[src/design/isfd_pkg.sv]
// ----------------------------------------------------------------------------
// IMU serial frame decoder package
// Shared constants, frame kind codes and the frame record passed from the
// frame assembler to the scaling pipeline.
// ----------------------------------------------------------------------------
package isfd_pkg;

  // Frame layout
  localparam int FRAME_LEN = 11;
  localparam int LAST_IDX  = FRAME_LEN - 1;
  localparam int IDX_W     = $clog2(FRAME_LEN);

  localparam logic [7:0] HDR_BYTE  = 8'h55;
  localparam logic [7:0] TYPE_ACC  = 8'h51;
  localparam logic [7:0] TYPE_RATE = 8'h52;
  localparam logic [7:0] TYPE_ANG  = 8'h53;

  typedef enum logic [2:0] {
    KIND_ACC  = 3'd0,
    KIND_RATE = 3'd1,
    KIND_ANG  = 3'd2,
    KIND_UNK  = 3'd3,
    KIND_BAD  = 3'd4
  } kind_t;

  // Field widths
  localparam int RAW_W  = 16;
  localparam int AXIS_W = 28;
  localparam int TEMP_W = 17;

  // Axis scale factors in Q16 units per raw count
  localparam int SCALE_W = 13;
  localparam logic [SCALE_W-1:0] SCALE_ACC  = SCALE_W'(32);
  localparam logic [SCALE_W-1:0] SCALE_RATE = SCALE_W'(4000);
  localparam logic [SCALE_W-1:0] SCALE_ANG  = SCALE_W'(360);
  localparam int PROD_W = AXIS_W + 2;

  // Temperature: trunc(raw * 64 / 85) + offset, divide done by reciprocal.
  localparam int TEMP_PRESHIFT = 6;
  localparam int MAG_W         = RAW_W + TEMP_PRESHIFT;
  localparam int TEMP_DIV      = 85;
  localparam int RECIP_SHIFT   = 30;
  localparam int RECIP_W       = 24;
  localparam logic [RECIP_W-1:0] RECIP_M =
    RECIP_W'((64'd1 << RECIP_SHIFT) / TEMP_DIV);
  localparam int RPROD_W       = MAG_W + RECIP_W;
  localparam int QUO_W         = 15;
  localparam int QUO_MAX       = (32768 * 64) / TEMP_DIV;
  localparam int TEMP_OFFSET   = 9280;

  localparam int QUEUE_DEPTH_DEF = 2;

  typedef struct packed {
    kind_t                   kind;
    logic signed [RAW_W-1:0] raw_x;
    logic signed [RAW_W-1:0] raw_y;
    logic signed [RAW_W-1:0] raw_z;
    logic signed [RAW_W-1:0] raw_t;
    logic                    csum_ok;
  } frame_rec_t;

endpackage

[src/design/isfd_front.sv]
// ----------------------------------------------------------------------------
// IMU serial frame decoder - frame assembler
// Hunts for the first header, collects frame bytes, keeps the running
// checksum and classifies each completed frame into a record.
// ----------------------------------------------------------------------------
module isfd_front (
  input  logic                   clk,
  input  logic                   rst_n,
  input  logic                   in_valid,
  output logic                   in_ready,
  input  logic [7:0]             in_rx_byte,
  input  logic                   q_full,
  output logic                   push,
  output isfd_pkg::frame_rec_t   rec
);

  logic                       hunting_r, hunting_nxt;
  logic [isfd_pkg::IDX_W-1:0] idx_r, idx_nxt;
  logic [7:0]                 sum_r, sum_nxt;
  logic [7:0]                 frame_r [isfd_pkg::LAST_IDX];

  logic is_last;
  logic fire;
  logic store;

  assign is_last  = !hunting_r && (idx_r == isfd_pkg::IDX_W'(isfd_pkg::LAST_IDX));
  assign in_ready = !(is_last && q_full);
  assign fire     = in_valid && in_ready;
  assign push     = fire && is_last;
  assign store    = fire && !is_last && (!hunting_r || (in_rx_byte == isfd_pkg::HDR_BYTE));

  always_comb begin
    hunting_nxt = hunting_r;
    idx_nxt     = idx_r;
    sum_nxt     = sum_r;
    if (fire) begin
      if (hunting_r) begin
        if (in_rx_byte == isfd_pkg::HDR_BYTE) begin
          hunting_nxt = 1'b0;
          idx_nxt     = isfd_pkg::IDX_W'(1);
          sum_nxt     = in_rx_byte;
        end
      end else if (is_last) begin
        idx_nxt = '0;
        sum_nxt = '0;
      end else begin
        idx_nxt = idx_r + isfd_pkg::IDX_W'(1);
        sum_nxt = sum_r + in_rx_byte;
      end
    end
  end

  always_ff @(posedge clk) begin
    if (!rst_n) begin
      hunting_r <= 1'b1;
      idx_r     <= '0;
      sum_r     <= '0;
    end else begin
      hunting_r <= hunting_nxt;
      idx_r     <= idx_nxt;
      sum_r     <= sum_nxt;
    end
  end

  always_ff @(posedge clk) begin
    if (store) begin
      frame_r[idx_r] <= in_rx_byte;
    end
  end

  // Classification looks at the stored header and type bytes; the incoming
  // byte is the checksum.
  always_comb begin
    if (frame_r[0] != isfd_pkg::HDR_BYTE) begin
      rec.kind = isfd_pkg::KIND_BAD;
    end else begin
      case (frame_r[1])
        isfd_pkg::TYPE_ACC:  rec.kind = isfd_pkg::KIND_ACC;
        isfd_pkg::TYPE_RATE: rec.kind = isfd_pkg::KIND_RATE;
        isfd_pkg::TYPE_ANG:  rec.kind = isfd_pkg::KIND_ANG;
        default:             rec.kind = isfd_pkg::KIND_UNK;
      endcase
    end
    rec.raw_x   = {frame_r[3], frame_r[2]};
    rec.raw_y   = {frame_r[5], frame_r[4]};
    rec.raw_z   = {frame_r[7], frame_r[6]};
    rec.raw_t   = {frame_r[9], frame_r[8]};
    rec.csum_ok = (sum_r == in_rx_byte);
  end

  a_hunt_idle: assert property (@(posedge clk) disable iff (!rst_n)
    hunting_r |-> (idx_r == '0) && (sum_r == '0))
    else $error("assembler hunting with a partial frame");

  a_idx_range: assert property (@(posedge clk) disable iff (!rst_n)
    idx_r <= isfd_pkg::IDX_W'(isfd_pkg::LAST_IDX))
    else $error("byte index beyond frame end");

endmodule

[src/design/isfd_queue.sv]
// ----------------------------------------------------------------------------
// IMU serial frame decoder - frame record queue
// Short FIFO that decouples the frame assembler from the scaling pipeline.
// ----------------------------------------------------------------------------
module isfd_queue #(
  parameter int DEPTH = isfd_pkg::QUEUE_DEPTH_DEF
) (
  input  logic                 clk,
  input  logic                 rst_n,
  input  logic                 push,
  input  isfd_pkg::frame_rec_t wr_data,
  input  logic                 pop,
  output isfd_pkg::frame_rec_t rd_data,
  output logic                 empty,
  output logic                 full
);

  localparam int PTR_W = $clog2(DEPTH);
  localparam int CNT_W = $clog2(DEPTH + 1);

  isfd_pkg::frame_rec_t mem_r [DEPTH];
  logic [PTR_W-1:0]     wr_ptr_r, wr_ptr_nxt;
  logic [PTR_W-1:0]     rd_ptr_r, rd_ptr_nxt;
  logic [CNT_W-1:0]     count_r, count_nxt;

  assign empty   = (count_r == '0);
  assign full    = (count_r == CNT_W'(DEPTH));
  assign rd_data = mem_r[rd_ptr_r];

  always_comb begin
    wr_ptr_nxt = wr_ptr_r;
    rd_ptr_nxt = rd_ptr_r;
    count_nxt  = count_r;
    if (push) begin
      wr_ptr_nxt = (wr_ptr_r == PTR_W'(DEPTH - 1)) ? '0 : wr_ptr_r + PTR_W'(1);
    end
    if (pop) begin
      rd_ptr_nxt = (rd_ptr_r == PTR_W'(DEPTH - 1)) ? '0 : rd_ptr_r + PTR_W'(1);
    end
    if (push && !pop) begin
      count_nxt = count_r + CNT_W'(1);
    end else if (pop && !push) begin
      count_nxt = count_r - CNT_W'(1);
    end
  end

  always_ff @(posedge clk) begin
    if (!rst_n) begin
      wr_ptr_r <= '0;
      rd_ptr_r <= '0;
      count_r  <= '0;
    end else begin
      wr_ptr_r <= wr_ptr_nxt;
      rd_ptr_r <= rd_ptr_nxt;
      count_r  <= count_nxt;
    end
  end

  always_ff @(posedge clk) begin
    if (push) begin
      mem_r[wr_ptr_r] <= wr_data;
    end
  end

  a_no_overflow: assert property (@(posedge clk) disable iff (!rst_n)
    push |-> !full)
    else $error("record written into a full queue");

  a_no_underflow: assert property (@(posedge clk) disable iff (!rst_n)
    pop |-> !empty)
    else $error("record read from an empty queue");

endmodule

[src/design/isfd_back.sv]
// ----------------------------------------------------------------------------
// IMU serial frame decoder - scaling pipeline
// Three-stage pipeline: axis scaling and reciprocal multiply, quotient
// correction, then sign, offset and the output register.
// ----------------------------------------------------------------------------
module isfd_back (
  input  logic                                 clk,
  input  logic                                 rst_n,
  input  logic                                 q_empty,
  input  isfd_pkg::frame_rec_t                 q_data,
  output logic                                 pop,
  output logic                                 out_valid,
  input  logic                                 out_ready,
  output logic [2:0]                           out_frame_kind,
  output logic signed [isfd_pkg::AXIS_W-1:0]   out_axis_x,
  output logic signed [isfd_pkg::AXIS_W-1:0]   out_axis_y,
  output logic signed [isfd_pkg::AXIS_W-1:0]   out_axis_z,
  output logic signed [isfd_pkg::TEMP_W-1:0]   out_temperature,
  output logic                                 out_checksum_ok
);

  localparam int AW = isfd_pkg::AXIS_W;
  localparam int TW = isfd_pkg::TEMP_W;
  localparam int MW = isfd_pkg::MAG_W;
  localparam int QW = isfd_pkg::QUO_W;

  // The whole pipeline advances together whenever the output slot frees up.
  logic pipe_en;

  logic                       s1_v_r, s2_v_r, out_v_r;
  isfd_pkg::kind_t            s1_kind_r, s2_kind_r, out_kind_r;
  logic signed [AW-1:0]       s1_x_r, s1_y_r, s1_z_r;
  logic signed [AW-1:0]       s2_x_r, s2_y_r, s2_z_r;
  logic signed [AW-1:0]       out_x_r, out_y_r, out_z_r;
  logic                       s1_ck_r, s2_ck_r, out_ck_r;
  logic                       s1_neg_r, s2_neg_r;
  logic [MW-1:0]              s1_mag_r;
  logic [QW-1:0]              s1_qe_r, s2_q_r;
  logic signed [TW-1:0]       out_t_r;

  assign pipe_en = !out_v_r || out_ready;
  assign pop     = pipe_en && !q_empty;

  // Stage 1: axis products and reciprocal estimate of |raw| * 64 / 85.
  logic [isfd_pkg::SCALE_W-1:0]     scale;
  logic signed [isfd_pkg::SCALE_W:0] scale_s;
  logic signed [isfd_pkg::PROD_W-1:0] prod_x, prod_y, prod_z;
  logic [isfd_pkg::RAW_W-1:0]       t_abs;
  logic [MW-1:0]                    t_mag;
  logic [isfd_pkg::RPROD_W-1:0]     t_prod;

  always_comb begin
    case (q_data.kind)
      isfd_pkg::KIND_ACC:  scale = isfd_pkg::SCALE_ACC;
      isfd_pkg::KIND_RATE: scale = isfd_pkg::SCALE_RATE;
      isfd_pkg::KIND_ANG:  scale = isfd_pkg::SCALE_ANG;
      default:             scale = '0;
    endcase
  end

  assign scale_s = $signed({1'b0, scale});
  assign prod_x  = $signed(q_data.raw_x) * scale_s;
  assign prod_y  = $signed(q_data.raw_y) * scale_s;
  assign prod_z  = $signed(q_data.raw_z) * scale_s;

  assign t_abs  = q_data.raw_t[isfd_pkg::RAW_W-1] ? isfd_pkg::RAW_W'(-q_data.raw_t)
                                                   : isfd_pkg::RAW_W'(q_data.raw_t);
  assign t_mag  = {t_abs, isfd_pkg::TEMP_PRESHIFT'(0)};
  assign t_prod = isfd_pkg::RPROD_W'(t_mag) * isfd_pkg::RPROD_W'(isfd_pkg::RECIP_M);

  // Stage 2: the estimate is exact or one short; one compare fixes it.
  logic [MW:0]   rem;
  logic [QW-1:0] q_fix;

  assign rem   = (MW + 1)'(s1_mag_r)
               - (MW + 1)'((MW + 1)'(s1_qe_r) * (MW + 1)'(isfd_pkg::TEMP_DIV));
  assign q_fix = (rem >= (MW + 1)'(isfd_pkg::TEMP_DIV)) ? s1_qe_r + QW'(1) : s1_qe_r;

  // Stage 3: restore the sign and add the offset; a bad frame gives zero.
  logic signed [TW-1:0] t_sgn, t_fin;

  assign t_sgn = s2_neg_r ? -$signed(TW'(s2_q_r)) : $signed(TW'(s2_q_r));
  assign t_fin = (s2_kind_r == isfd_pkg::KIND_BAD) ? '0
               : t_sgn + $signed(TW'(isfd_pkg::TEMP_OFFSET));

  always_ff @(posedge clk) begin
    if (!rst_n) begin
      s1_v_r  <= 1'b0;
      s2_v_r  <= 1'b0;
      out_v_r <= 1'b0;
    end else if (pipe_en) begin
      s1_v_r  <= pop;
      s2_v_r  <= s1_v_r;
      out_v_r <= s2_v_r;
    end
  end

  always_ff @(posedge clk) begin
    if (pipe_en) begin
      s1_kind_r  <= q_data.kind;
      s1_x_r     <= AW'(prod_x);
      s1_y_r     <= AW'(prod_y);
      s1_z_r     <= AW'(prod_z);
      s1_ck_r    <= q_data.csum_ok;
      s1_neg_r   <= q_data.raw_t[isfd_pkg::RAW_W-1];
      s1_mag_r   <= t_mag;
      s1_qe_r    <= t_prod[isfd_pkg::RECIP_SHIFT +: QW];

      s2_kind_r  <= s1_kind_r;
      s2_x_r     <= s1_x_r;
      s2_y_r     <= s1_y_r;
      s2_z_r     <= s1_z_r;
      s2_ck_r    <= s1_ck_r;
      s2_neg_r   <= s1_neg_r;
      s2_q_r     <= q_fix;

      out_kind_r <= s2_kind_r;
      out_x_r    <= s2_x_r;
      out_y_r    <= s2_y_r;
      out_z_r    <= s2_z_r;
      out_ck_r   <= s2_ck_r;
      out_t_r    <= t_fin;
    end
  end

  assign out_valid       = out_v_r;
  assign out_frame_kind  = out_kind_r;
  assign out_axis_x      = out_x_r;
  assign out_axis_y      = out_y_r;
  assign out_axis_z      = out_z_r;
  assign out_temperature = out_t_r;
  assign out_checksum_ok = out_ck_r;

  a_quo_bound: assert property (@(posedge clk) disable iff (!rst_n)
    s2_v_r |-> (s2_q_r <= QW'(isfd_pkg::QUO_MAX)))
    else $error("temperature quotient out of range");

endmodule

[src/design/imu_serial_frame_decoder_top.sv]
// ----------------------------------------------------------------------------
// IMU serial frame decoder - top level
// Cuts an inertial sensor's serial byte stream into 11-byte frames and
// delivers one decoded, scaled result per frame.
// ----------------------------------------------------------------------------
// One byte is accepted per clock cycle while in_ready is high. After reset,
// bytes are dropped until the first 0x55; from then on every 11 bytes form a
// frame, with no resync. The frame assembler stores bytes 0..9 and the running
// checksum, and on the eleventh byte writes a classified record into a short
// queue. A three-stage pipeline scales the axes with constant multipliers and
// turns the raw temperature into 1/256 degC with a reciprocal multiply and one
// correction step; a record passes from the queue through the stage 1, stage 2
// and output registers. The pipeline takes a new record every cycle while the
// output is not held off. The input stalls only when the last byte of a frame
// arrives while the queue is full, which happens only when the result side has
// been held off.
module imu_serial_frame_decoder_top #(
  parameter int QUEUE_DEPTH = isfd_pkg::QUEUE_DEPTH_DEF
) (
  input  logic                                clk,
  input  logic                                rst_n,
  input  logic                                in_valid,
  output logic                                in_ready,
  input  logic [7:0]                          in_rx_byte,
  output logic                                out_valid,
  input  logic                                out_ready,
  output logic [2:0]                          out_frame_kind,
  output logic signed [isfd_pkg::AXIS_W-1:0]  out_axis_x,
  output logic signed [isfd_pkg::AXIS_W-1:0]  out_axis_y,
  output logic signed [isfd_pkg::AXIS_W-1:0]  out_axis_z,
  output logic signed [isfd_pkg::TEMP_W-1:0]  out_temperature,
  output logic                                out_checksum_ok
);

  isfd_pkg::frame_rec_t wr_rec;
  isfd_pkg::frame_rec_t rd_rec;
  logic                 push;
  logic                 pop;
  logic                 q_empty;
  logic                 q_full;

  isfd_front u_front (
    .clk        (clk),
    .rst_n      (rst_n),
    .in_valid   (in_valid),
    .in_ready   (in_ready),
    .in_rx_byte (in_rx_byte),
    .q_full     (q_full),
    .push       (push),
    .rec        (wr_rec)
  );

  isfd_queue #(
    .DEPTH (QUEUE_DEPTH)
  ) u_queue (
    .clk     (clk),
    .rst_n   (rst_n),
    .push    (push),
    .wr_data (wr_rec),
    .pop     (pop),
    .rd_data (rd_rec),
    .empty   (q_empty),
    .full    (q_full)
  );

  isfd_back u_back (
    .clk             (clk),
    .rst_n           (rst_n),
    .q_empty         (q_empty),
    .q_data          (rd_rec),
    .pop             (pop),
    .out_valid       (out_valid),
    .out_ready       (out_ready),
    .out_frame_kind  (out_frame_kind),
    .out_axis_x      (out_axis_x),
    .out_axis_y      (out_axis_y),
    .out_axis_z      (out_axis_z),
    .out_temperature (out_temperature),
    .out_checksum_ok (out_checksum_ok)
  );

endmodule
[config.mk]
export PLATFORM = sky130hd
export DESIGN_NAME = imu_serial_frame_decoder_top
export DESIGN_NICKNAME = d
export VERILOG_FILES = /design/src/design/isfd_pkg.sv /design/src/design/isfd_front.sv /design/src/design/isfd_queue.sv /design/src/design/isfd_back.sv /design/src/design/imu_serial_frame_decoder_top.sv
export SDC_FILE = /design/constraint.sdc
export NUM_CORES = 2
export LEC_CHECK = 0
export BUFFER_PORTS_ARGS = -buffer_cell sky130_fd_sc_hd__buf_2
export CAP_MARGIN = 5
export CORE_ASPECT_RATIO = 1.75
export CORE_MARGIN = 4
export CORE_UTILIZATION = 64
export DETAILED_ROUTE_END_ITERATION = 6
export GPL_TIMING_DRIVEN = 1
export PLACE_DENSITY = 0.83
export SYNTH_ARGS = -nofsm -noshare
export SYNTH_HDL_FRONTEND = slang
export SYNTH_SLANG_ARGS = --single-unit
[constraint.sdc]
create_clock -name clk -period 10.5 [get_ports clk]
set_clock_uncertainty 0.05 [all_clocks]
set_input_delay 0 -clock clk [delete_from_list [all_inputs] [get_ports clk]]
set_output_delay 0 -clock clk [all_outputs]
set_load 0.005 [all_outputs]
==> metrics <==
Worst-Skew Late Latency 0.59 ns; Num Clock Sinks 539; Clock transition at path regs 0.07 ns; Slew HR 0.3229; post-route ant nets 0; Core Box Area 59060 um^2; Post-synth EDFFs 518; status finished clean; largest net degree at the start of global routing 83; cts hold-fix bufs 13; Tightest Hold Check Type primary input to flop; Yosys reg bits 539; max_cap viols 0; Finished Core Util 0.6978; Synth area leader edfxtp_1; CP peak stage delay 0.79 ns; total CTS buffers 46; initial cell density of the core 0.6461; f_max 0.1164 GHz; clock buffer depth 3; Final Hold Viols 0; cts repair resizes 0; cell count after synthesis 3153; DR pass1 iterations 7; worst-path maximum fanout 45; DRC violation count after routing 0; type of origin of the critical path flop; Max IR drop VDD 0.1535 mV; DR vias 23000; async set-reset flop share out of synthesis 0; Hold WS 0.3084 ns; Worst Setup Path Type flop to flop; arrival time at the worst endpoint 8.85 ns; R2R Setup Slk 1.91 ns; max-slew violation count 0; sequential share of the synthesized area 0.4187; PwrDens 98.49 nW/um^2; I/O Buffers 109; routed wire length 72820 um; first-pass GRT wire length 120200 um; Worst setup EP type flop; gpl congestion 0.9420; Die X 192.6 um; Die Ht 331.0 um; Ports 119; grt total ovfl 0; vias per inst 5.607; Ys Warns 0; LEAKAGE 0.01988 uW; unrepaired setup endpoints after global routing false; Die ar. 63740 um^2; CTS tree done; CP max-delay cell dfxtp_4; Layout fillers 4104; crit-path most repeated cell ha_1; most frequent cell after synthesis inv_1; setup tns final 0 ns; top_reg_cell synth edfxtp_1; Final nets 4078; Post-CTS Setup Inserts 0; CP Data Required Time 10.76 ns; Total GRT Usage 0.2361; detailed-route wire length per cell 17.76 um; Syn Area/Cell 12.10 um^2; Synth area leaders edfxtp_1, fa_1, ha_1; Post-synth top cells inv_1, edfxtp_1, ha_1, fa_1, nor2_1; Final period util 0.8181; placed wire-length estimate 56560 um; Tightest Pin Transition 1.012 ns; H-Tree Depth 2; Initial DRC Count 1207; mapped cell area 38160 um^2; Synth cell types 81; Synth top area share 0.4077; Setup-failing EPs final 0; row cnt 118; initial antenna violation count 0; synthesis-to-layout area growth 7.998%; via count of the first global-routing pass 25490; clock root buffer clkbuf_16; min Tclk post-route 8.590 ns; diode count 0; fraction of layout cells with a size suffix above 1 0.07317
## area by class of cell
type	instances	area, um^2	area share
clock buffers	64	1259	0.03055
clock inverters	20	249.0	0.006042
inverters	702	2643	0.06413
multi-input cells	1865	19360	0.4698
flip-flops and latches	539	15980	0.3878
well taps	780	975.9	0.02368
repair buffers	131	743.2	0.01804
## power breakdown
part | switching [uW] | total, uW | internal [uW]
Sequential | 0.132 | 2320 | 2320
Combinational | 16.4 | 24.2 | 7.77
Clock | 764 | 1710 | 948
Total | 780 | 4060 | 3280
## placed cells by master, fill, tap and decap left out, types with 5 or more instances in the layout
| cell | n |
|---|---|
| o211ai_1 | 8 |
| nand4_1 | 8 |
| nand2_1 | 77 |
| conb_1 | 9 |
| clkbuf_16 | 46 |
| inv_1 | 700 |
| nor2b_1 | 17 |
| ha_1 | 416 |
| and2_1 | 21 |
| edfxtp_1 | 518 |
| o2111ai_1 | 6 |
| mux2i_1 | 68 |
| o21ai_0 | 49 |
| dlygate4sd3_1 | 13 |
| o21a_1 | 13 |
| nor3_1 | 43 |
| a21o_1 | 31 |
| o31ai_1 | 6 |
| fa_1 | 365 |
| a21boi_0 | 8 |
| clkbuf_1 | 14 |
| nor2_1 | 215 |
| and3_1 | 6 |
| a21oi_1 | 106 |
| buf_4 | 9 |
| nand2b_1 | 31 |
| buf_2 | 109 |
| dfxtp_1 | 20 |
| or3_1 | 11 |
| xor2_1 | 59 |
| a31oi_1 | 14 |
| or2_2 | 31 |
| o21bai_1 | 12 |
| nor4_1 | 10 |
| o211a_1 | 5 |
| nand3_1 | 30 |
| xnor2_1 | 100 |
## cells by family (layout without fill, tap and decap cells)
family	Yosys count	count (layout)	synth area share
AND/OR/NAND/NOR	528	528	0.06716
flip-flops	539	539	0.4187
AO/OA/AOI/OAI	315	315	0.05447
multiplexers	73	73	0.01931
buffers and inverters	757	917	0.07585
adder cells (fa/ha/maj)	781	781	0.3279
other	1	9	0.00009828
XOR/XNOR	159	159	0.03650
## critical path: cells and delay by family, from the launching register on
kind | cells | cell delay [ns]
AO/OA/AOI/OAI | 10 | 2.77
adder cells (fa/ha/maj) | 8 | 2.84
buffers and inverters | 5 | 0.87
AND/OR/NAND/NOR | 3 | 0.24
XOR/XNOR | 2 | 0.37
multiplexers | 1 | 0.34
flip-flops | 1 | 0.79
## routing by layer
| metal | vias up | routed length (um) | global-route usage |
|---|---|---|---|
| li1 | 10670 | - | - |
| met1 | 11480 | 24910 | 0.2485 |
| met2 | 600 | 41590 | 0.4593 |
| met3 | 252 | 2490 | 0.02440 |
| met4 | 0 | 3830 | 0.1176 |
| met5 | - | 0 | 0 |
## worst paths after layout
check | to | from | cells after the start
hold reg to reg | u_back.out_axis_x[6] | u_back.s2_x_r[6] | 0
setup / recovery | u_back.s1_qe_r[12] | flop | 29
setup reg to reg | u_back.s1_qe_r[12] | flop | 29
hold / removal | u_back.s1_v_r | out_ready | 5
## registers in the layout, indices dropped and copies added (netlist names), 16 cells and up, named ones only
name,count
u_back.s1_x_r,25
u_back.out_axis_x,25
u_front.frame_r,80
u_back.out_axis_z,25
u_back.out_axis_y,25
u_back.s2_y_r,25
u_back.s2_x_r,25
u_back.out_temperature,17
u_back.s1_mag_r,16
u_back.s2_z_r,25
u_back.s1_y_r,25
u_queue.mem_r,136
u_back.s1_z_r,25
## per-stage QoR
step	setup WS, ns	instances	cell area [um^2]	power (uW)
floorplan	1.457	3161	38190	2380
global placement	2.289	4004	39570	2391
detailed placement	1.982	4004	39570	2391
CTS	1.920	4101	41210	4099
global route	1.447	4101	41210	4192
finish	1.910	4101	41210	4058
Power figures use the tool's default switching activity.
